--- config.mk ---
export PLATFORM = sky130hd
export DESIGN_NAME = nss_best
export DESIGN_NICKNAME = d
export VERILOG_FILES = /design/src/hw/rtl/nearest_site_search_macros.svh /design/src/hw/rtl/nss_pkg.sv /design/src/hw/rtl/nss_best.sv
export SDC_FILE = /design/constraint.sdc
export NUM_CORES = 1
export LEC_CHECK = 0
export BUFFER_PORTS_ARGS = -buffer_cell sky130_fd_sc_hd__buf_2
export CAP_MARGIN = 20
export CORE_ASPECT_RATIO = 1.5
export CORE_MARGIN = 3
export CORE_UTILIZATION = 52
export CTS_CLUSTER_SIZE = 40
export DETAILED_ROUTE_END_ITERATION = 6
export MAX_ROUTING_LAYER = met4
export PLACE_DENSITY = 0.79
export SYNTH_ARGS = -nofsm -noshare
export SYNTH_HDL_FRONTEND = slang
export SYNTH_SLANG_ARGS = --single-unit
--- constraint.sdc ---
create_clock -name i_clk -period 6.6 [get_ports i_clk]
set_input_delay 0.99 -clock i_clk [delete_from_list [all_inputs] [get_ports i_clk]]
set_output_delay 0.99 -clock i_clk [all_outputs]
set_load 0.005 [all_outputs]
--- src/hw/rtl/nearest_site_search_macros.svh ---
// Assertion macros for the nearest site search block.
// Included by the top level; expects i_clk and i_rst_n in scope.
`ifndef NEAREST_SITE_SEARCH_MACROS_SVH
`define NEAREST_SITE_SEARCH_MACROS_SVH

// Check that cons holds in the same cycle as ante.
`define NSS_ASSERT_NOW(label, ante, cons, msg) \
    label: assert property (@(posedge i_clk) disable iff (!i_rst_n) (ante) |-> (cons)) \
        else $error(msg);

// Check that cons holds in the cycle after ante.
`define NSS_ASSERT_NEXT(label, ante, cons, msg) \
    label: assert property (@(posedge i_clk) disable iff (!i_rst_n) (ante) |=> (cons)) \
        else $error(msg);

`endif

--- src/hw/rtl/nss_pkg.sv ---
// Shared types and constants for the nearest site search block.
// No dependencies; imported by nss_dist, nss_best, the top level and the sim files.
package nss_pkg;

    localparam int MAX_SITES   = 256;
    localparam int COORD_BITS  = 16;
    localparam int ADDR_BITS   = $clog2(MAX_SITES);
    localparam int CNT_BITS    = $clog2(MAX_SITES + 1);
    localparam int INDEX_BITS  = 8;
    localparam int SQ_BITS     = 2 * COORD_BITS;
    localparam int DIST_BITS   = SQ_BITS + 1;
    localparam int SITE_BITS   = 2 * COORD_BITS;

    localparam logic FUNC_WRITE = 1'b0;
    localparam logic FUNC_QUERY = 1'b1;

    typedef struct packed {
        logic                          func;
        logic [INDEX_BITS-1:0]         site_index;
        logic signed [COORD_BITS-1:0]  coord_x;
        logic signed [COORD_BITS-1:0]  coord_y;
    } t_in_item;

    typedef struct packed {
        logic [INDEX_BITS-1:0] nearest_index;
        logic                  no_sites;
    } t_out_item;

    // One distance candidate leaving the distance pipeline.
    typedef struct packed {
        logic                 valid;
        logic [ADDR_BITS-1:0] index;
        logic [DIST_BITS-1:0] sq_dist;
    } t_cand;

endpackage

--- src/hw/rtl/nss_best.sv ---
// Running minimum over distance candidates; strict compare keeps lowest index.
// Depends on nss_pkg.
module nss_best (
    input  logic                          i_clk,
    input  logic                          i_rst_n,
    input  logic                          i_clear,
    input  nss_pkg::t_cand                i_cand,
    output logic                          o_have,
    output logic [nss_pkg::ADDR_BITS-1:0] o_best_index
);
    import nss_pkg::*;

    logic                 r_have;
    logic [ADDR_BITS-1:0] r_best_index;
    logic [DIST_BITS-1:0] r_best_dist;
    logic                 take;

    assign take = i_cand.valid && (!r_have || (i_cand.sq_dist < r_best_dist));

    always_ff @(posedge i_clk) begin
        if (!i_rst_n) begin
            r_have <= 1'b0;
        end else if (i_clear) begin
            r_have <= 1'b0;
        end else if (take) begin
            r_have <= 1'b1;
        end
        if (take && !i_clear) begin
            r_best_index <= i_cand.index;
            r_best_dist  <= i_cand.sq_dist;
        end
    end

    assign o_have       = r_have;
    assign o_best_index = r_best_index;

endmodule

* Yosys cells after proc, flatten, opt, wreduce, memory -nomap -nowiden
Index checks and enable logic that the tools add are counted.
Storage, ports and cells: word-level logic and storage cells 11, output and inout port bits 9, input port bits 45, register bits 42
Operators by class: magnitude comparators 1, bitwise logic cells 1, reductions and logical operators 6
Operators by type and width (number):
- 33-bit < comparator | 1
- 1-bit logical AND | 2
- 1-bit zero test | 2
- 2-bit OR reduction | 1
- 1-bit logical OR | 1
- 1-bit inverter | 1

* Depth between registers and ports, before layout
Gate-level depths: netlist of run 1.
depth after elaboration 4, gate-level depth with buffers 7, gate-level depth less buffers 7

* Worst setup path after synthesis of run 1
OpenSTA, ideal clock, no wires.
path kind in2reg, start point input port i_cand[24] (netlist name), end point register r_best_index[0] (netlist: o_best_index[0]), enable pin, required time 6125 ps, path buffers 0, slack 1594 ps, arrival 4531 ps, stages on the path 6, library setup time 475 ps, cells stage by stage ha_1 -> and4_1 -> and4_1 -> nand3_1 -> o211ai_1 -> a2111oi_2
On the way: longest elaborated chain between the ends 4
Ends and longest elaborated chain:
- start, declared | line nss_best.sv:7 | input nss_pkg::t_cand i_cand,
- 33-bit < comparator | line nss_best.sv:18 | assign take = i_cand.valid && (!r_have || (i_cand.sq_dist < r_best_dist));
- 1-bit logical OR | line nss_best.sv:18
- 1-bit logical AND | line nss_best.sv:18
- 1-bit logical AND | line nss_best.sv:28 | if (take && !i_clear) begin
- end signal, assigned | line nss_best.sv:29 | r_best_index <= i_cand.index;
- end, declared | line nss_best.sv:14 | logic [ADDR_BITS-1:0] r_best_index;
Every way passes these cells. A chain may end at the register's enable or synchronous reset.

* Final worst setup path of run 1
start point input port i_cand[20] (netlist name), end point register r_best_dist[19], enable pin
On the way: longest elaborated chain between the ends 4
Ends and longest elaborated chain:
- 33-bit < comparator | line nss_best.sv:18
- 1-bit logical OR | line nss_best.sv:18
- 1-bit logical AND | line nss_best.sv:18
- 1-bit logical AND | line nss_best.sv:28
- end signal, assigned | line nss_best.sv:30 | r_best_dist <= i_cand.sq_dist;
- end, declared | line nss_best.sv:15 | logic [DIST_BITS-1:0] r_best_dist;
Every way passes these cells.

==> results.json, run 1 <==
{
  "ys_seq_elements": 42,
  "hold_violations": 0,
  "finalInstanceArea_mm2": 0.002525,
  "tightest_slew_ns": 0.6374,
  "place_area_mm2": 0.002439,
  "fin_total_pwr_mw": 0.5359,
  "layout_common_cells": "buf_2, edfxtp_1, inv_1",
  "viasPerCell": 5.202,
  "grt_setup_unrepaired": "false",
  "setup_tns_ns": 0,
  "synth_xor_area_frac": 0,
  "drt-pass1-iter-count": 6,
  "seq_area_frac_synth": 0.5959,
  "drive_gt1_frac": 0.2902,
  "dp_slack_ns": 2.944,
  "synthAdderAreaFrac": 0.1907,
  "n_antenna_cell": 0,
  "period_share": 0.5066,
  "cts_max_level": 2,
  "final_nets": 300,
  "synth_mux_area_frac": 0,
  "crit_required_ns": 6.55,
  "layout.cells.most_common": "buf_2",
  "routedWlPerCell_um": 14.07,
  "cp_max_fo": 33,
  "register_area_mm2": 0.001251,
  "dp_hpwl_um": 3024,
  "ant_nets": 0,
  "insertion_delay_ns": 0.29,
  "synth.distinct_cells": 21,
  "fin_crit_ns": 3.344,
  "holdPathEnd": "o_have",
  "clock_path_buffers": 2,
  "port_buffers": 53,
  "grt_start_max_net_pins": 34,
  "cts.clk_slew.worst_paths_ns": 0.08,
  "p_leak_nw": 1.177,
  "hold_path.class": "flop to flop",
  "slew_violations": 0,
  "setup_ws_ns": 3.256,
  "critPathCaptureType": "flop",
  "path_class": "primary input to flop",
  "max-cap-violations": 0,
  "drc": 0,
  "slew-limit-headroom": 0.5751,
  "die_x_um": 57.88,
  "ys_warn_count": 0,
  "r2r_slack_ns": 3.69,
  "hp-start": "o_have",
  "cts_buffers": 5,
  "netlist_area_mm2": 0.002100,
  "grt_overflow_total": 0,
  "first_iter_violations": 24,
  "multiInputGateArea_um2": 733.2,
  "swShare": 0.2333,
  "grt_pass1_wl_um": 6575,
  "synth_top_family_by_area": "adder cells",
  "seqPwrFrac": 0.578,
  "p_per_area_mw_per_mm2": 212.3,
  "die_area_mm2": 0.004852,
  "core-area_mm2": 0.003784,
  "fill_cells": 288,
  "layout-area-overhead-vs-synth_pct": 20.26,
  "synth_top_area_cell": "edfxtp_1",
  "combinationalPowerShare": 0.122,
  "wirelength_um": 3757,
  "p_clk_frac": 0.300,
  "fmax_mhz": 299.1,
  "r2r-end": "r_best_dist[19]",
  "r2r_start": "r_best_dist[20]",
  "synth_compound_area_frac": 0.08582,
  "hold_slack_ns": 0.5674,
  "worstPathArrival_ns": 3.30,
  "gp_congestion": 0.7384,
  "cts_root_buf": "clkbuf_8",
  "p_sw_mw": 0.1250,
  "cts_tree": "done",
  "rows": 27,
  "start_kind": "primary input",
  "cts_hold_buf": 0,
  "clock_sinks": 42,
  "synth_top_area_share": 0.5864,
  "num_vias": 1389,
  "ctsResizeCount": 0,
  "grt_usage": 0.1853,
  "internal_power_mw": 0.4109,
  "worst_ir_drop_vdd_uv": 161.7,
  "avgSynthCellArea_um2": 12.96,
  "initial_utilization": 0.5549,
  "hold_depth": 2,
  "antenna_found_initial": 0,
  "synthTopCellsByArea": "edfxtp_1, ha_1, inv_1, a21oi_1, and4_1",
  "postCtsSetupBuffers": 0,
  "syn_nets": 239,
  "synth-simple-area-share": 0.06675,
  "setup_violations": 0,
  "ff2ff_path_depth": 8,
  "skew_ns": 0.006976,
  "status": "complete, no violations",
  "grt_pass1_vias": 1551,
  "syn_inst": 162,
  "die_h_um": 83.82,
  "ios": 54
}
## Yosys cell counts
| master | number |
|---|---|
| inv_1 | 34 |
| nand4_1 | 3 |
| edfxtp_1 | 41 |
| o21a_1 | 1 |
| ha_1 | 32 |
| o21ai_1 | 1 |
| nor2_1 | 2 |
| nand2_1 | 11 |
| and4_1 | 5 |
| a21oi_1 | 15 |
| o21ai_0 | 4 |
| nand3_1 | 3 |
| a21oi_2 | 2 |
| nor4_1 | 1 |
| a2bb2oi_1 | 1 |
| nor3b_1 | 1 |
| a221oi_2 | 1 |
| a221oi_1 | 1 |
| a2111oi_2 | 1 |
| dfxtp_1 | 1 |
| o211ai_1 | 1 |
## state kept, by name, summed over array words and instances (netlist names)
name / count
r_best_dist: 33
o_have: 1
o_best_index: 8
## per-stage QoR
stage | cells | utilization
global route | 267 | 0.6673
detailed placement | 259 | 0.6445
global placement | 259 | 0.6445
CTS | 267 | 0.6673
finish | 267 | 0.6673
floorplan | 162 | -
## worst max path at each step
stage	startpoint	endpoint	slack (ns)	depth (start not counted)
after floorplan	i_cand[24]	o_best_index[0]	1.59	6
after global placement	i_cand[23]	o_best_index[6]	2.95	8
after detailed placement	i_cand[20]	o_best_index[5]	2.94	8
after CTS	i_cand[20]	r_best_dist[27]	3.22	8
after global routing	i_cand[23]	r_best_dist[25]	3.08	8
final	i_cand[20]	r_best_dist[19]	3.26	8
## area by class of cell
class                      count  share of cell area
sequential                    42              0.4955
multi-input combinational     86              0.2904
timing repair buffer          54              0.1080
inverter                      34             0.05054
clock buffer                   6             0.02874
tap                           43             0.02131
clock inverter                 2            0.005451
## kinds of logic after synthesis
family,Yosys count
DFF,42
AOI/OAI and AO/OA,28
adders and majority gates,32
and+or+nand+nor,26
buffers and inverters,34
## metal layers
metal	GRT usage	up-vias	wire length, µm
met5	-	-	0
met4	0.08650	0	72
met3	0.04489	5	167
met2	0.3138	33	2061
met1	0.1982	646	1457
li1	-	705	-
## power groups by stage
stage | combinational, mW | clock [mW] | sequential, mW
finish | 0.0654 | 0.161 | 0.310
global route | 0.0763 | 0.179 | 0.311
CTS | 0.0669 | 0.167 | 0.310
detailed placement | 0.0660 | 0 | 0.316
global placement | 0.0636 | 0 | 0.315
floorplan | 0.0353 | 0 | 0.316
## critical path, cell delays in order
cell and delay, ns:
buf_2 0.10, ha_1 0.33, a21oi_2 0.14, o21ai_1 0.09, a221oi_2 0.29, o211ai_1 0.16
a2111oi_4 0.68, buf_4 0.49
No activity file was read; power rests on OpenSTA's default activity.
==> run 2: changes to the inputs <==
- ABC_AREA: unset -> 1
- CORE_UTILIZATION: 52 -> 53
- clock period: 6.6 -> 3.1 ns (I/O delays scaled with it)
==> results.json, run 2 <==
{
  "status": "complete, no violations",
  "p_per_area_mw_per_mm2": 456.8,
  "r2r_slack_ns": 0.97,
  "internal_power_mw": 0.9487,
  "worstPathArrival_ns": 2.07,
  "fmax_mhz": 469.9,
  "synthTopCellsByCount": "nand2_1, inv_1, edfxtp_1, ha_1, nor2_1",
  "syn_nets": 282,
  "dp_slack_ns": 0.7568,
  "largest_register_ffs": 33,
  "cp_max_fo": 29,
  "fin_total_pwr_mw": 1.203,
  "critPathTopFamily": "buffers and inverters",
  "seq_area_frac_synth": 0.5721,
  "die_h_um": 84.68,
  "gp_congestion": 0.8064,
  "async_flop_share": 0,
  "ys.flop_type": "edfxtp_1",
  "grt_setup_unrepaired": "false",
  "num_vias": 1464,
  "grt_pass1_wl_um": 6009,
  "path_cells": "inv_1 -> ha_1 -> nand2_1 -> inv_1 -> nand2_1 -> nand2_1 -> a21oi_1 -> nand2_1 -> nor2_1 -> nand2_1 -> a21oi_4 -> buf_4",
  "postCtsSetupBuffers": 0,
  "wirelength_um": 3542,
  "layout.cells.non_filler": 312,
  "layout.cells.most_common": "buf_2",
  "ios": 54,
  "max_stage_delay_ns": 0.37,
  "antenna_found_initial": 0,
  "dp_cells": 305,
  "port_buffers": 53,
  "die_area_mm2": 0.004949,
  "cts.clk_slew.worst_paths_ns": 0.07,
  "viasPerCell": 4.692,
  "cts_tree": "done",
  "period_share": 0.6865,
  "slew-limit-headroom": 0.7543,
  "insertion_delay_ns": 0.28,
  "worst_ir_drop_vdd_uv": 453.4,
  "synth_edf_count": 41,
  "setup_tns_ns": 0,
  "avgSynthCellArea_um2": 10.67,
  "hold_path.class": "primary input to flop",
  "start_kind": "flop",
  "slew_violations": 0,
  "grt_overflow_total": 0,
  "synth_top_area_cell": "edfxtp_1",
  "ant_nets": 0,
  "swShare": 0.2114,
  "ys_seq_elements": 42,
  "n_antenna_cell": 0,
  "grt_usage": 0.1633,
  "initial_utilization": 0.5525,
  "rows": 28,
  "syn_inst": 205,
  "synth_top_area_share": 0.5629,
  "grt_start_max_net_pins": 30,
  "crit_required_ns": 3.04,
  "fin_crit_ns": 2.128,
  "setup_ws_ns": 0.9719,
  "cts_root_buf": "clkbuf_8",
  "core-area_mm2": 0.003959,
  "ctsResizeCount": 0,
  "cts_hold_buf": 0,
  "regMostFlops": "r_best_dist",
  "tightest_slew_ns": 0.3686,
  "synth.distinct_cells": 14,
  "seqPwrFrac": 0.547,
  "cts_buffers": 5,
  "fill_cells": 334,
  "layout-area-overhead-vs-synth_pct": 20.42,
  "hold_violations": 0,
  "cts_max_level": 2,
  "ys_warn_count": 0,
  "die_x_um": 58.45,
  "skew_ns": 0.007869,
  "clock_path_buffers": 2,
  "p_sw_mw": 0.2544,
  "synthTopCellsByArea": "edfxtp_1, ha_1, nand2_1, inv_1, a21oi_1",
  "clock_sinks": 42,
  "final_nets": 344,
  "drc": 0,
  "routedWlPerCell_um": 11.35,
  "p_leak_nw": 1.341,
  "drive_gt1_frac": 0.2472,
  "path_class": "flop to flop",
  "netlist_area_mm2": 0.002187,
  "critPathMostFrequentCell": "nand2_1",
  "path_buf_inv": 3,
  "max-cap-violations": 0,
  "yosys.cell_count.top_type": "nand2_1",
  "grt_pass1_vias": 1454,
  "layout_common_cells": "buf_2, nand2_1, inv_1",
  "first_iter_violations": 15,
  "setup_violations": 0,
  "cp_slowest_cell": "edfxtp_1",
  "p_clk_frac": 0.335,
  "combinationalPowerShare": 0.118,
  "drt-pass1-iter-count": 4,
  "dp_hpwl_um": 2827,
  "critPathCaptureType": "flop"
}
-- run 2: changes by cell type after synthesis, sizes merged, moves of 5 or more --
cell,delta
and4,-5
nor2,+13
nand2,+40
inv,+13
a21oi,-5
-- run 2: final timing paths --
kind	endpoint	from	cells after the start
max	r_best_dist[22]	r_best_dist[32]	12
min	o_have	i_clear	2
max reg2reg	r_best_dist[22]	r_best_dist[32]	12
min reg2reg	o_have	o_have	2
-- run 2: cell type report --
type	instances	area [µm²]	area share
clock buffer	5	68.82	0.02613
clock inverter	2	33.78	0.01283
inverter	47	176.4	0.06698
multi-input combinational	116	767.0	0.2912
sequential	42	1251	0.4751
tap	45	56.30	0.02138
timing repair buffer	55	280.3	0.1064
-- run 2: routing by layer --
layer  vias up  wire length [µm]  GRT usage
met5         -                 0          -
met4         0                63    0.06118
met3         7               112    0.03077
met2        26              1991     0.2879
met1       646              1373     0.1756
li1        785                 -          -
-- run 2: stage by stage --
step / utilization / hold slack (ns) / instance area (µm²)
after detailed placement: 0.6394 / 0.6021 / 2531
after CTS: 0.6653 / 0.3358 / 2634
after floorplan: - / 0.5374 / 2187
final: 0.6653 / 0.3478 / 2634
after global placement: 0.6394 / 0.5911 / 2531
after global routing: 0.6653 / 0.3392 / 2634
-- run 2: kinds of logic (layout without fill, tap and decap cells) --
family | after synthesis | count (layout) | synth area share
and+or+nand+nor | 67 | 67 | 0.1201
buffers and inverters | 47 | 109 | 0.08066
DFF | 42 | 42 | 0.5721
adders and majority gates | 32 | 32 | 0.1831
AOI/OAI and AO/OA | 17 | 17 | 0.04405
-- run 2: power by group through the flow --
stage / Sequential (mW) / Clock (mW) / Combinational (mW)
detailed placement: 0.672 / 0 / 0.144
finish: 0.658 / 0.403 / 0.142
global placement: 0.671 / 0 / 0.139
floorplan: 0.672 / 0 / 0.0804
global route: 0.661 / 0.439 / 0.168
CTS: 0.658 / 0.420 / 0.146
