===== config.mk =====
export PLATFORM = sky130hd
export DESIGN_NAME = nss_dist
export DESIGN_NICKNAME = d
export VERILOG_FILES = /design/src/hw/rtl/nearest_site_search_macros.svh /design/src/hw/rtl/nss_pkg.sv /design/src/hw/rtl/nss_dist.sv
export SDC_FILE = /design/constraint.sdc
export NUM_CORES = 1
export LEC_CHECK = 0
export BUFFER_PORTS_ARGS = -buffer_cell sky130_fd_sc_hd__buf_2
export CAP_MARGIN = 15
export CELL_PAD_IN_SITES_DETAIL_PLACEMENT = 1
export CELL_PAD_IN_SITES_GLOBAL_PLACEMENT = 1
export CORE_AREA = 2 2 209 211
export CTS_BUF_LIST = sky130_fd_sc_hd__clkbuf_8
export DETAILED_ROUTE_END_ITERATION = 8
export DIE_AREA = 0 0 211 213
export PLACE_DENSITY = 0.8
export SLEW_MARGIN = 5
export SYNTH_ARGS = -nofsm -noshare
export SYNTH_HDL_FRONTEND = slang
export SYNTH_SLANG_ARGS = --single-unit

===== constraint.sdc =====
create_clock -name i_clk -period 8.85 [get_ports i_clk]
set_input_delay 1.3275 -clock i_clk [delete_from_list [all_inputs] [get_ports i_clk]]
set_output_delay 1.3275 -clock i_clk [all_outputs]
set_load 0.005 [all_outputs]

===== src/hw/rtl/nearest_site_search_macros.svh =====
// Assertion macros for the nearest site search block.
// Included by the top level; expects i_clk and i_rst_n in scope.
`ifndef NEAREST_SITE_SEARCH_MACROS_SVH
`define NEAREST_SITE_SEARCH_MACROS_SVH

// Check that cons holds in the same cycle as ante.
`define NSS_ASSERT_NOW(label, ante, cons, msg) \
    label: assert property (@(posedge i_clk) disable iff (!i_rst_n) (ante) |-> (cons)) \
        else $error(msg);

// Check that cons holds in the cycle after ante.
`define NSS_ASSERT_NEXT(label, ante, cons, msg) \
    label: assert property (@(posedge i_clk) disable iff (!i_rst_n) (ante) |=> (cons)) \
        else $error(msg);

`endif


===== src/hw/rtl/nss_pkg.sv =====
// Shared types and constants for the nearest site search block.
// No dependencies; imported by nss_dist, nss_best, the top level and the sim files.
package nss_pkg;

    localparam int MAX_SITES   = 256;
    localparam int COORD_BITS  = 16;
    localparam int ADDR_BITS   = $clog2(MAX_SITES);
    localparam int CNT_BITS    = $clog2(MAX_SITES + 1);
    localparam int INDEX_BITS  = 8;
    localparam int SQ_BITS     = 2 * COORD_BITS;
    localparam int DIST_BITS   = SQ_BITS + 1;
    localparam int SITE_BITS   = 2 * COORD_BITS;

    localparam logic FUNC_WRITE = 1'b0;
    localparam logic FUNC_QUERY = 1'b1;

    typedef struct packed {
        logic                          func;
        logic [INDEX_BITS-1:0]         site_index;
        logic signed [COORD_BITS-1:0]  coord_x;
        logic signed [COORD_BITS-1:0]  coord_y;
    } t_in_item;

    typedef struct packed {
        logic [INDEX_BITS-1:0] nearest_index;
        logic                  no_sites;
    } t_out_item;

    // One distance candidate leaving the distance pipeline.
    typedef struct packed {
        logic                 valid;
        logic [ADDR_BITS-1:0] index;
        logic [DIST_BITS-1:0] sq_dist;
    } t_cand;

endpackage


===== src/hw/rtl/nss_dist.sv =====
// Three-stage squared distance pipeline: abs difference, squares, sum.
// Depends on nss_pkg.
module nss_dist (
    input  logic                                  i_clk,
    input  logic                                  i_rst_n,
    input  logic                                  i_valid,
    input  logic [nss_pkg::ADDR_BITS-1:0]         i_index,
    input  logic signed [nss_pkg::COORD_BITS-1:0] i_px,
    input  logic signed [nss_pkg::COORD_BITS-1:0] i_py,
    input  logic signed [nss_pkg::COORD_BITS-1:0] i_sx,
    input  logic signed [nss_pkg::COORD_BITS-1:0] i_sy,
    output nss_pkg::t_cand                        o_cand,
    output logic                                  o_busy
);
    import nss_pkg::*;

    logic signed [COORD_BITS:0] dx_full;
    logic signed [COORD_BITS:0] dy_full;
    logic signed [COORD_BITS:0] dx_abs;
    logic signed [COORD_BITS:0] dy_abs;

    logic                  r_v1, r_v2, r_v3;
    logic [ADDR_BITS-1:0]  r_i1, r_i2, r_i3;
    logic [COORD_BITS-1:0] r_dx, r_dy;
    logic [SQ_BITS-1:0]    r_sqx, r_sqy;
    logic [DIST_BITS-1:0]  r_sum;

    // Differences are exact at one extra bit; magnitudes fit COORD_BITS.
    always_comb begin
        dx_full = {i_px[COORD_BITS-1], i_px} - {i_sx[COORD_BITS-1], i_sx};
        dy_full = {i_py[COORD_BITS-1], i_py} - {i_sy[COORD_BITS-1], i_sy};
        dx_abs  = dx_full[COORD_BITS] ? -dx_full : dx_full;
        dy_abs  = dy_full[COORD_BITS] ? -dy_full : dy_full;
    end

    always_ff @(posedge i_clk) begin
        if (!i_rst_n) begin
            r_v1 <= 1'b0;
            r_v2 <= 1'b0;
            r_v3 <= 1'b0;
        end else begin
            r_v1 <= i_valid;
            r_v2 <= r_v1;
            r_v3 <= r_v2;
        end
        r_i1  <= i_index;
        r_dx  <= dx_abs[COORD_BITS-1:0];
        r_dy  <= dy_abs[COORD_BITS-1:0];
        r_i2  <= r_i1;
        r_sqx <= SQ_BITS'(r_dx) * SQ_BITS'(r_dx);
        r_sqy <= SQ_BITS'(r_dy) * SQ_BITS'(r_dy);
        r_i3  <= r_i2;
        r_sum <= DIST_BITS'(r_sqx) + DIST_BITS'(r_sqy);
    end

    assign o_cand.valid   = r_v3;
    assign o_cand.index   = r_i3;
    assign o_cand.sq_dist = r_sum;
    assign o_busy         = r_v1 | r_v2 | r_v3;

endmodule


# ---- Yosys cells after proc, flatten, opt, wreduce, memory -nomap -nowiden
# Cells that the tools add are included.
dict set report word_totals {
  regBits 156
  latch_bits 0
  mem_bits_rw 0
  mem_bits_ro 0
  out_inout_bits 43
  wordCells 22
  mem_count 0
}
dict set report classes {
  n_addsub 5
  multipliers 2
  div_mod_pow 0
  n_lt_le_gt_ge 0
  eq_ne 0
  n_shift 0
  muxes 2
  bitwise 2
  n_reduce_logical 0
}
# cell n
set ops {}
lappend ops {{multiplier 16 x 16 -> 32 bit} 2}
lappend ops {{subtractor 16 x 16 -> 17 bit} 2}
lappend ops {{adder 32 x 32 -> 33 bit} 1}
lappend ops {{two-way mux 16 bit} 2}
lappend ops {{negator 16 bit} 2}
lappend ops {{OR 1 bit} 2}

# ---- Longest topological paths before layout
# Gate-level depths: netlist (run 1).
dict set report depth {
  depth_word 3
  depth_mapped 25
}

# ---- Worst setup path before layout (run 1)
# OpenSTA, ideal clock, no wires.
dict set report synth_path {
  kind {reg-to-reg}
  from {register r_dx[14]}
  to {register r_sqx[31]}
  t_arrival_ps 6249
  required_time_ps 8735
  slack_ps 2486
  path_stages_with_launch 23
  n_path_buf 2
  path_cell_list {dfxtp_1 > clkbuf_1 > clkbuf_1 > nand2_1 > fa_1 > fa_1 > inv_1 > fa_1 > fa_1 > fa_1 > inv_1 > fa_1 > inv_1 > ha_1 > a21oi_1 > o31ai_1 > and3_1 > a21oi_1 > a31oi_1 > a31o_2 > a311o_1 > or4b_1 > and3_1}
}
dict set report synth_via {
  elab_chain_cells 1
}
# element line_no
set synth_rtl {}
lappend synth_rtl {{start: declaration} nss_dist.sv:24} ;# logic [COORD_BITS-1:0] r_dx, r_dy;
lappend synth_rtl {{start signal: assignment} nss_dist.sv:47} ;# r_dx <= dx_abs[COORD_BITS-1:0];
lappend synth_rtl {{multiplier 16 x 16 -> 32 bit} nss_dist.sv:50} ;# r_sqx <= SQ_BITS'(r_dx) * SQ_BITS'(r_dx);
lappend synth_rtl {{end signal: assignment} nss_dist.sv:50}
lappend synth_rtl {{end: declaration} nss_dist.sv:25} ;# logic [SQ_BITS-1:0] r_sqx, r_sqy;
# No other way between the ends.
# A chain may end at the register's enable or synchronous reset.

# ---- Worst setup path after layout (run 1)
dict set report layout_path {
  from {register r_dx[12]}
  to {register r_sqx[31]}
}
# Same word-level chain as after synthesis.

==> results of run 1 <==
flip-flops by register name (all words and copies together) (netlist names), 8 cells and up:
signal  flops
r_dx       16
r_dy       16
r_i1        8
r_i2        8
r_i3        8
r_sqx      31
r_sqy      31
r_sum      33
placed cells by master (no fill, tap or decap), drive strengths merged, types with 6 or more instances in the layout:
cell / netlist / layout
fa: 326 / 326
xnor2: 101 / 101
a21oi: 89 / 89
nand2b: 11 / 11
o21ai: 44 / 44
xor2: 40 / 40
ha: 265 / 265
and2: 85 / 85
or2: 11 / 11
nor2b: 29 / 29
a21o: 40 / 40
a31oi: 10 / 10
nor3: 27 / 27
clkbuf: 43 / 20
a211oi: 18 / 18
nand3: 33 / 33
inv: 565 / 574
nand2: 187 / 187
and3: 14 / 14
a31o: 6 / 6
o21a: 17 / 17
nor2: 101 / 101
o211ai: 13 / 13
dfxtp: 154 / 154
o21bai: 7 / 7
or3: 7 / 7
nand4: 8 / 8
buf: 4 / 117
cells by family after synthesis:
| kind of cell | count (synthesis) | synth area share, % |
|---|---|---|
| buf+inv | 612 | 10.9 |
| fa+ha+maj | 591 | 46.6 |
| simple gates | 536 | 12.4 |
| compound gates | 294 | 9.41 |
| flops | 154 | 14.6 |
| xor+xnor | 141 | 5.85 |
| mux | 4 | 0.207 |
layer usage:
| metal | vias to the layer above | share of wire, % |
|---|---|---|
| met5 | - | 0 |
| met4 | 0 | 2.0 |
| met3 | 69 | 2.9 |
| met2 | 242 | 52 |
| met1 | 7911 | 43 |
| li1 | 7448 | - |
metrics by stage:
step           setup WS [ns]  utilization, %  hold slack [ns]  area (µm²)
2_1_floorplan           2.49               -            0.310       21100
3_3_place_gp            2.02            52.0            0.310       22200
3_5_place_dp            1.77            52.0            0.315       22200
4_1_cts                 1.74            52.9            0.333       22600
5_1_grt                 1.33            52.9            0.340       22600
6_report                1.73            52.9            0.326       22600
layout make-up:
class	instances	share of cell area (%)
multi-input combinational	1566	69.6
sequential	154	13.6
inverter	565	9.38
tap	546	3.02
timing repair buffer	119	2.66
clock buffer	18	1.10
clock inverter	13	0.648
worst max-delay path by stage:
| stage | start | end | slack [ns] |
|---|---|---|---|
| after floorplan | r_dx[14]$_DFF_P_ | r_sqx[31]$_DFF_P_ | 2.49 |
| after global placement | r_dy[5]$_DFF_P_ | r_sqy[30]$_DFF_P_ | 2.02 |
| after detailed placement | r_dy[13]$_DFF_P_ | r_sqy[30]$_DFF_P_ | 1.77 |
| after CTS | r_dy[13]$_DFF_P_ | r_sqy[30]$_DFF_P_ | 1.74 |
| after global routing | r_dy[6]$_DFF_P_ | r_sqy[30]$_DFF_P_ | 1.33 |
| final | r_dx[12]$_DFF_P_ | r_sqx[31]$_DFF_P_ | 1.73 |
==> results.ini, run 1 <==
[run_status]
outcome=finished clean

[timing]
slew_headroom_pct=45.5
max_clock_freq_mhz=140
clock_skew_ns=0.0201
rsz0062_at_grt=no
fin_crit_ns=7.12
setup_violations=0
fin_crit_sh_pct=80.5
maxSlewViolCount=0
tightestPinTransition_ns=0.816
hold_viol=0
tns_ns=0

[drt]
finalWirelength_mm=49.7
drt-initial-drc-count=593
wire_per_inst_um=16.7
first_pass_iters=5
num_vias=15700
post-route-drc-count=0
vias_per_cell=5.26
drtAntennaViolNets=0

[critical_path]
reg2reg_to=r_sqx[31]$_DFF_P_
slowest_delay_ns=0.64
crit_path_max_fanout=11
required_ns=9.30
cp_top_family=adder cells
cp_data_arrival_time_ns=7.57
cp.depth=22
reg2reg_setup_slack_ns=1.73
path_cells=inv_1 -> nor2_1 -> ha_1 -> xor2_1 -> fa_1 -> inv_1 -> fa_1 -> fa_1 -> fa_1 -> inv_1 -> fa_1 -> inv_1 -> ha_1 -> a21oi_1 -> o31ai_1 -> and3_1 -> a21oi_1 -> a31oi_1 -> a31o_2 -> a311o_1 -> or4b_1 -> and3_1
critPathBufInv=4
slowest_stage=dfxtp_1
start_kind=flip-flop
crit_path_end_kind=flip-flop
path_common_cell=fa_1
rr_startpoint=r_dx[12]$_DFF_P_
rr_worst_depth=22
worst-setup-path-type=flip-flop to flip-flop

[global_route]
grt_start_max_net_pins=21
grtUsageMet3_pct=3.10
antenna_found_initial=0
grt_pass1_wl_mm=84.2
grt_pass1_vias=17600
grt_util_met1_pct=29.3
grt_overflow=0
grt_use_met2_pct=42.9
grt-busiest-layer=met2
grt_usage_pct=23.6

[logic_synthesis]
syn_nets=2998
synthFlopType=dfxtp_1
syn-cell-area_um2=21100
yosysSeqAreaShare_pct=14.6
synthCells=2332
avgSynthCellArea_um2=9.05
synth.distinct_cells=76
synth_edf_count=0
synth_warnings=0
synthArstFlopShare_pct=0
synth_top_area_share_pct=30.9
yosys.area.top_type=fa_1
yosysMostFrequentCell=inv_1
synth_seq_cells=154
synth.area.top_cells=fa_1 (31%), ha_1 (16%), dfxtp_1 (15%)
yosys-top-cells-count=inv_1 (565), fa_1 (326), ha_1 (265)

[clock_tree]
clock_path_buffers=2
insertion_delay_ns=0.54
clk_pin_slew_ns=0.10
root_buffer=clkbuf_8
cts_buffers=17
cts_sinks=154
tritoncts=done
cts_setup_buffers=0
htreeDepth=4
hold_buffers=0
post_cts_resized=0

[placed_design]
place_hpwl_mm=42.5
io_buffer_count=117
dpl.cell_count=2948
place.gp.congestion=0.892

[hold_path]
whs_path_depth=0
min_to=r_i3[5]$_DFF_P_
min_path_type=flip-flop to flip-flop
hp-start=r_i2[5]$_DFF_P_

[final_layout]
layout.nets=3089
fillers=5019
syn_to_final_growth_pct=7.07
diodes=0
multi_input_area_um2=15700
drive_gt1_share_pct=7.64
regArea_um2=3080
instances_no_fill=2981

[job]
cap_violations=0

[floorplan]
die_x_um=211
dieArea_um2=44900
ios=118
core_area_um2=42700
start_util_pct=49.4
rows=76
fp.dieH_um=213

Power of run 1 is not shown: default switching activity piles up to over one toggle a cycle in this logic, so the estimate is an artifact.
==> inputs of run 2 (changes only) <==
--- a/config.mk
+++ b/config.mk
@@ -5,15 +5,16 @@
 export SDC_FILE = /design/constraint.sdc
 export NUM_CORES = 1
 export LEC_CHECK = 0
+export ABC_AREA = 1
 export BUFFER_PORTS_ARGS = -buffer_cell sky130_fd_sc_hd__buf_2
 export CAP_MARGIN = 15
 export CELL_PAD_IN_SITES_DETAIL_PLACEMENT = 1
 export CELL_PAD_IN_SITES_GLOBAL_PLACEMENT = 1
-export CORE_AREA = 2 2 209 211
+export CORE_AREA = 2 2 218 220
 export CTS_BUF_LIST = sky130_fd_sc_hd__clkbuf_8
 export DETAILED_ROUTE_END_ITERATION = 8
-export DIE_AREA = 0 0 211 213
-export PLACE_DENSITY = 0.8
+export DIE_AREA = 0 0 220 222
+export PLACE_DENSITY = 0.81
 export SLEW_MARGIN = 5
 export SYNTH_ARGS = -nofsm -noshare
 export SYNTH_HDL_FRONTEND = slang
==> constraint.sdc (replaced) <==
create_clock -name i_clk -period 6.7 [get_ports i_clk]
set_input_delay 1.005 -clock i_clk [delete_from_list [all_inputs] [get_ports i_clk]]
set_output_delay 1.005 -clock i_clk [all_outputs]
set_load 0.005 [all_outputs]
==> run 2 against run 1 <==
Critical endpoint is now r_sqx[28]$_DFF_P_. Synthesized area rose by 7.1%. Cell area rose by 7.0%. Sequential share of layout area decreased by 0.89 points. Count of clock-buffer cells in the layout shrank 1. Critical path depth down 2. First-iteration DRC count grew 20%. Hold slack better by 0.0093 ns.
==> results.ini, run 2 <==
[logic_synthesis]
synth_simple_gate_area_share_pct=17.8  ; was 12.4%
synth_top_family_by_area=adder cells  ; unchanged
synth_xor_area_share_pct=4.76  ; was 5.85%
syn_nets=3619  ; was 2998
synth.area.top_cells=fa_1 (29%), ha_1 (15%), dfxtp_1 (14%)  ; was fa_1 (31%), ha_1 (16%), dfxtp_1 (15%)
synthFlopType=dfxtp_1  ; unchanged
yosysSeqAreaShare_pct=13.6  ; was 14.6%
synth-compound-area-share_pct=6.21  ; was 9.41%
yosysMostFrequentCell=inv_1  ; unchanged
avgSynthCellArea_um2=7.66  ; was 9.05 µm²
synth_top_area_share_pct=28.9  ; was 30.9%
synth_seq_cells=154  ; unchanged
synthArstFlopShare_pct=0  ; unchanged
synth-adder-area-share_pct=43.5  ; was 46.6%
synth.distinct_cells=38  ; was 76
synth_edf_count=0  ; unchanged
synth_mux_area_share_pct=0  ; was 0.207%
yosys-top-cells-count=inv_1 (777), nand2_1 (677), fa_1 (326)  ; was inv_1 (565), fa_1 (326), ha_1 (265)
synth_warnings=0  ; unchanged
synthCells=2953  ; was 2332
syn-cell-area_um2=22600  ; was 21100 µm²
yosys.area.top_type=fa_1  ; unchanged

[drt]
first_pass_iters=4  ; was 5
vias_per_cell=5.12  ; was 5.26
wire_per_inst_um=16.9  ; was 16.7 µm
num_vias=18700  ; was 15700
finalWirelength_mm=61.9  ; was 49.7 mm
drt-initial-drc-count=713  ; was 593
drtAntennaViolNets=0  ; unchanged
post-route-drc-count=0  ; unchanged

[job]
cap_violations=0  ; unchanged

[critical_path]
start_kind=flip-flop  ; unchanged
crit_path_end_kind=flip-flop  ; unchanged
required_ns=7.16  ; was 9.30 ns
critPathBufInv=4  ; unchanged
cp_top_family=adder cells  ; unchanged
slowest_stage=dfxtp_1  ; unchanged
path_cells=nand2_1 -> fa_1 -> fa_1 -> inv_1 -> fa_1 -> fa_1 -> fa_1 -> inv_1 -> fa_1 -> inv_1 -> ha_1 -> nand2_1 -> nor2_1 -> inv_1 -> nor3_1 -> nand3_1 -> nand3_1 -> nand3_1 -> nand2_1 -> xor2_1  ; was inv_1 -> nor2_1 -> ha_1 -> xor2_1 -> fa_1 -> inv_1 -> fa_1 -> fa_1 -> fa_1 -> inv_1 -> fa_1 -> inv_1 -> ha_1 -> a21oi_1 -> o31ai_1 -> and3_1 -> a21oi_1 -> a31oi_1 -> a31o_2 -> a311o_1 -> or4b_1 -> and3_1
cp_data_arrival_time_ns=6.54  ; was 7.57 ns
worst-setup-path-type=flip-flop to flip-flop  ; unchanged
slowest_delay_ns=0.93  ; was 0.64 ns
crit_path_max_fanout=18  ; was 11
path_common_cell=fa_1  ; unchanged

[placed_design]
io_buffer_count=117  ; unchanged
place.gp.congestion=0.912  ; was 0.892
dpl.cell_count=3621  ; was 2948
place_hpwl_mm=53.8  ; was 42.5 mm

[clock_tree]
root_buffer=clkbuf_8  ; unchanged
tritoncts=done  ; unchanged
cts_buffers=17  ; unchanged
hold_buffers=0  ; unchanged
htreeDepth=4  ; unchanged
clock_path_buffers=2  ; unchanged
clk_pin_slew_ns=0.10  ; about the same
insertion_delay_ns=0.56  ; was 0.54 ns
post_cts_resized=0  ; unchanged
cts_setup_buffers=0  ; unchanged
cts_sinks=154  ; unchanged

[final_layout]
instances_no_fill=3653  ; was 2981
drive_gt1_share_pct=6.11  ; was 7.64%
multi_input_area_um2=16400  ; was 15700 µm²
final_cell_mix=inv_1 (777), nand2_1 (677), fa_1 (326), ha_1 (265), dfxtp_1 (154)  ; was inv_1 (565), fa_1 (326), ha_1 (265), nand2_1 (187), dfxtp_1 (154)
fillers=5916  ; was 5019
diodes=0  ; unchanged
largest_reg_flops=33  ; unchanged
syn_to_final_growth_pct=6.95  ; was 7.07%
layout.nets=3699  ; was 3089
regArea_um2=3080  ; unchanged
final_common_cell=inv_1  ; unchanged
largest_register=r_sum  ; unchanged
top_regs=r_sum: 33 flops, r_sqx: 31 flops, r_sqy: 31 flops  ; unchanged

[timing]
fin_crit_ns=6.08  ; was 7.12 ns
slew_headroom_pct=38.2  ; was 45.5%
setup_violations=0  ; unchanged
fin_crit_sh_pct=90.7  ; was 80.5%
maxSlewViolCount=0  ; unchanged
rsz0062_at_grt=no  ; unchanged
tns_ns=0  ; unchanged
max_clock_freq_mhz=164  ; was 140 MHz
clock_skew_ns=0.0297  ; was 0.0201 ns
tightestPinTransition_ns=0.925  ; was 0.816 ns
hold_viol=0  ; unchanged

[floorplan]
fp.dieH_um=222  ; was 213 µm
ios=118  ; unchanged
die_x_um=220  ; was 211 µm
start_util_pct=48.9  ; was 49.4%
dieArea_um2=48800  ; was 44900 µm²
core_area_um2=46300  ; was 42700 µm²
rows=79  ; was 76

[global_route]
grt_pass1_vias=21100  ; was 17600
grt_overflow=0  ; unchanged
grt_usage_pct=26.4  ; was 23.6%
grt_pass1_wl_mm=103  ; was 84.2 mm
antenna_found_initial=1  ; was 0
grt_start_max_net_pins=20  ; was 21

[run_status]
outcome=finished clean  ; unchanged

[hold_path]
min_path_type=flip-flop to flip-flop  ; unchanged

run 2: cell count changes in the layout (fill, tap and decap cells not counted), sizes merged, moves of 24 or more:
cell / delta
xor2: +41
nor2: +42
nand3: +66
and2: -81
inv: +210
a21oi: +51
xnor2: -59
nor2b: -29
o21ai: +24
nand2: +499
run 2: path summary, 6_finish.rpt:
check                                       from           endpoint  slack (ns)  cells after the start
worst min register to register   r_i1[5]$_DFF_P_    r_i2[5]$_DFF_P_        0.34                      0
worst min-delay path             r_i1[5]$_DFF_P_    r_i2[5]$_DFF_P_        0.34                      0
worst max register to register  r_dx[13]$_DFF_P_  r_sqx[28]$_DFF_P_        0.62                     20
worst max-delay path            r_dx[13]$_DFF_P_  r_sqx[28]$_DFF_P_        0.62                     20
run 2: layout make-up:
| class | instances | area share, % |
|---|---|---|
| flip-flops and latches | 154 | 12.7 |
| repair buffers | 125 | 2.67 |
| multi-input cells | 1958 | 67.6 |
| clock inverters | 15 | 0.791 |
| well taps | 607 | 3.14 |
| clock buffers | 17 | 0.967 |
| inverters | 777 | 12.1 |
run 2: cell families (layout without fill, tap and decap cells):
logic type / count (synthesis) / count (layout)
simple gates: 989 / 989
flops: 154 / 154
xor+xnor: 123 / 123
buf+inv: 841 / 934
fa+ha+maj: 591 / 591
compound gates: 255 / 255
run 2: per-stage QoR:
step | util, % | setup WS, ns | hold slack, ns | area, µm²
finish | 52.3 | 0.620 | 0.335 | 24200
global route | 52.3 | 0.279 | 0.346 | 24200
CTS | 52.3 | 0.651 | 0.340 | 24200
detailed placement | 51.4 | 0.681 | 0.313 | 23800
global placement | 51.4 | 0.786 | 0.310 | 23800
floorplan | - | 1.38 | 0.310 | 22600
run 2: routing by layer:
| layer | vias to the layer above | routed length, µm | share of wire (%) | global-route usage [%] |
|---|---|---|---|---|
| li1 | 8957 | - | - | - |
| met1 | 9271 | 25900 | 42 | 32.1 |
| met2 | 382 | 31800 | 51 | 47.8 |
| met3 | 92 | 2600 | 4.2 | 3.53 |
| met4 | 2 | 1550 | 2.5 | 8.75 |
| met5 | - | 14 | 0.023 | 0 |
Power of run 2 is left out for the same reason.
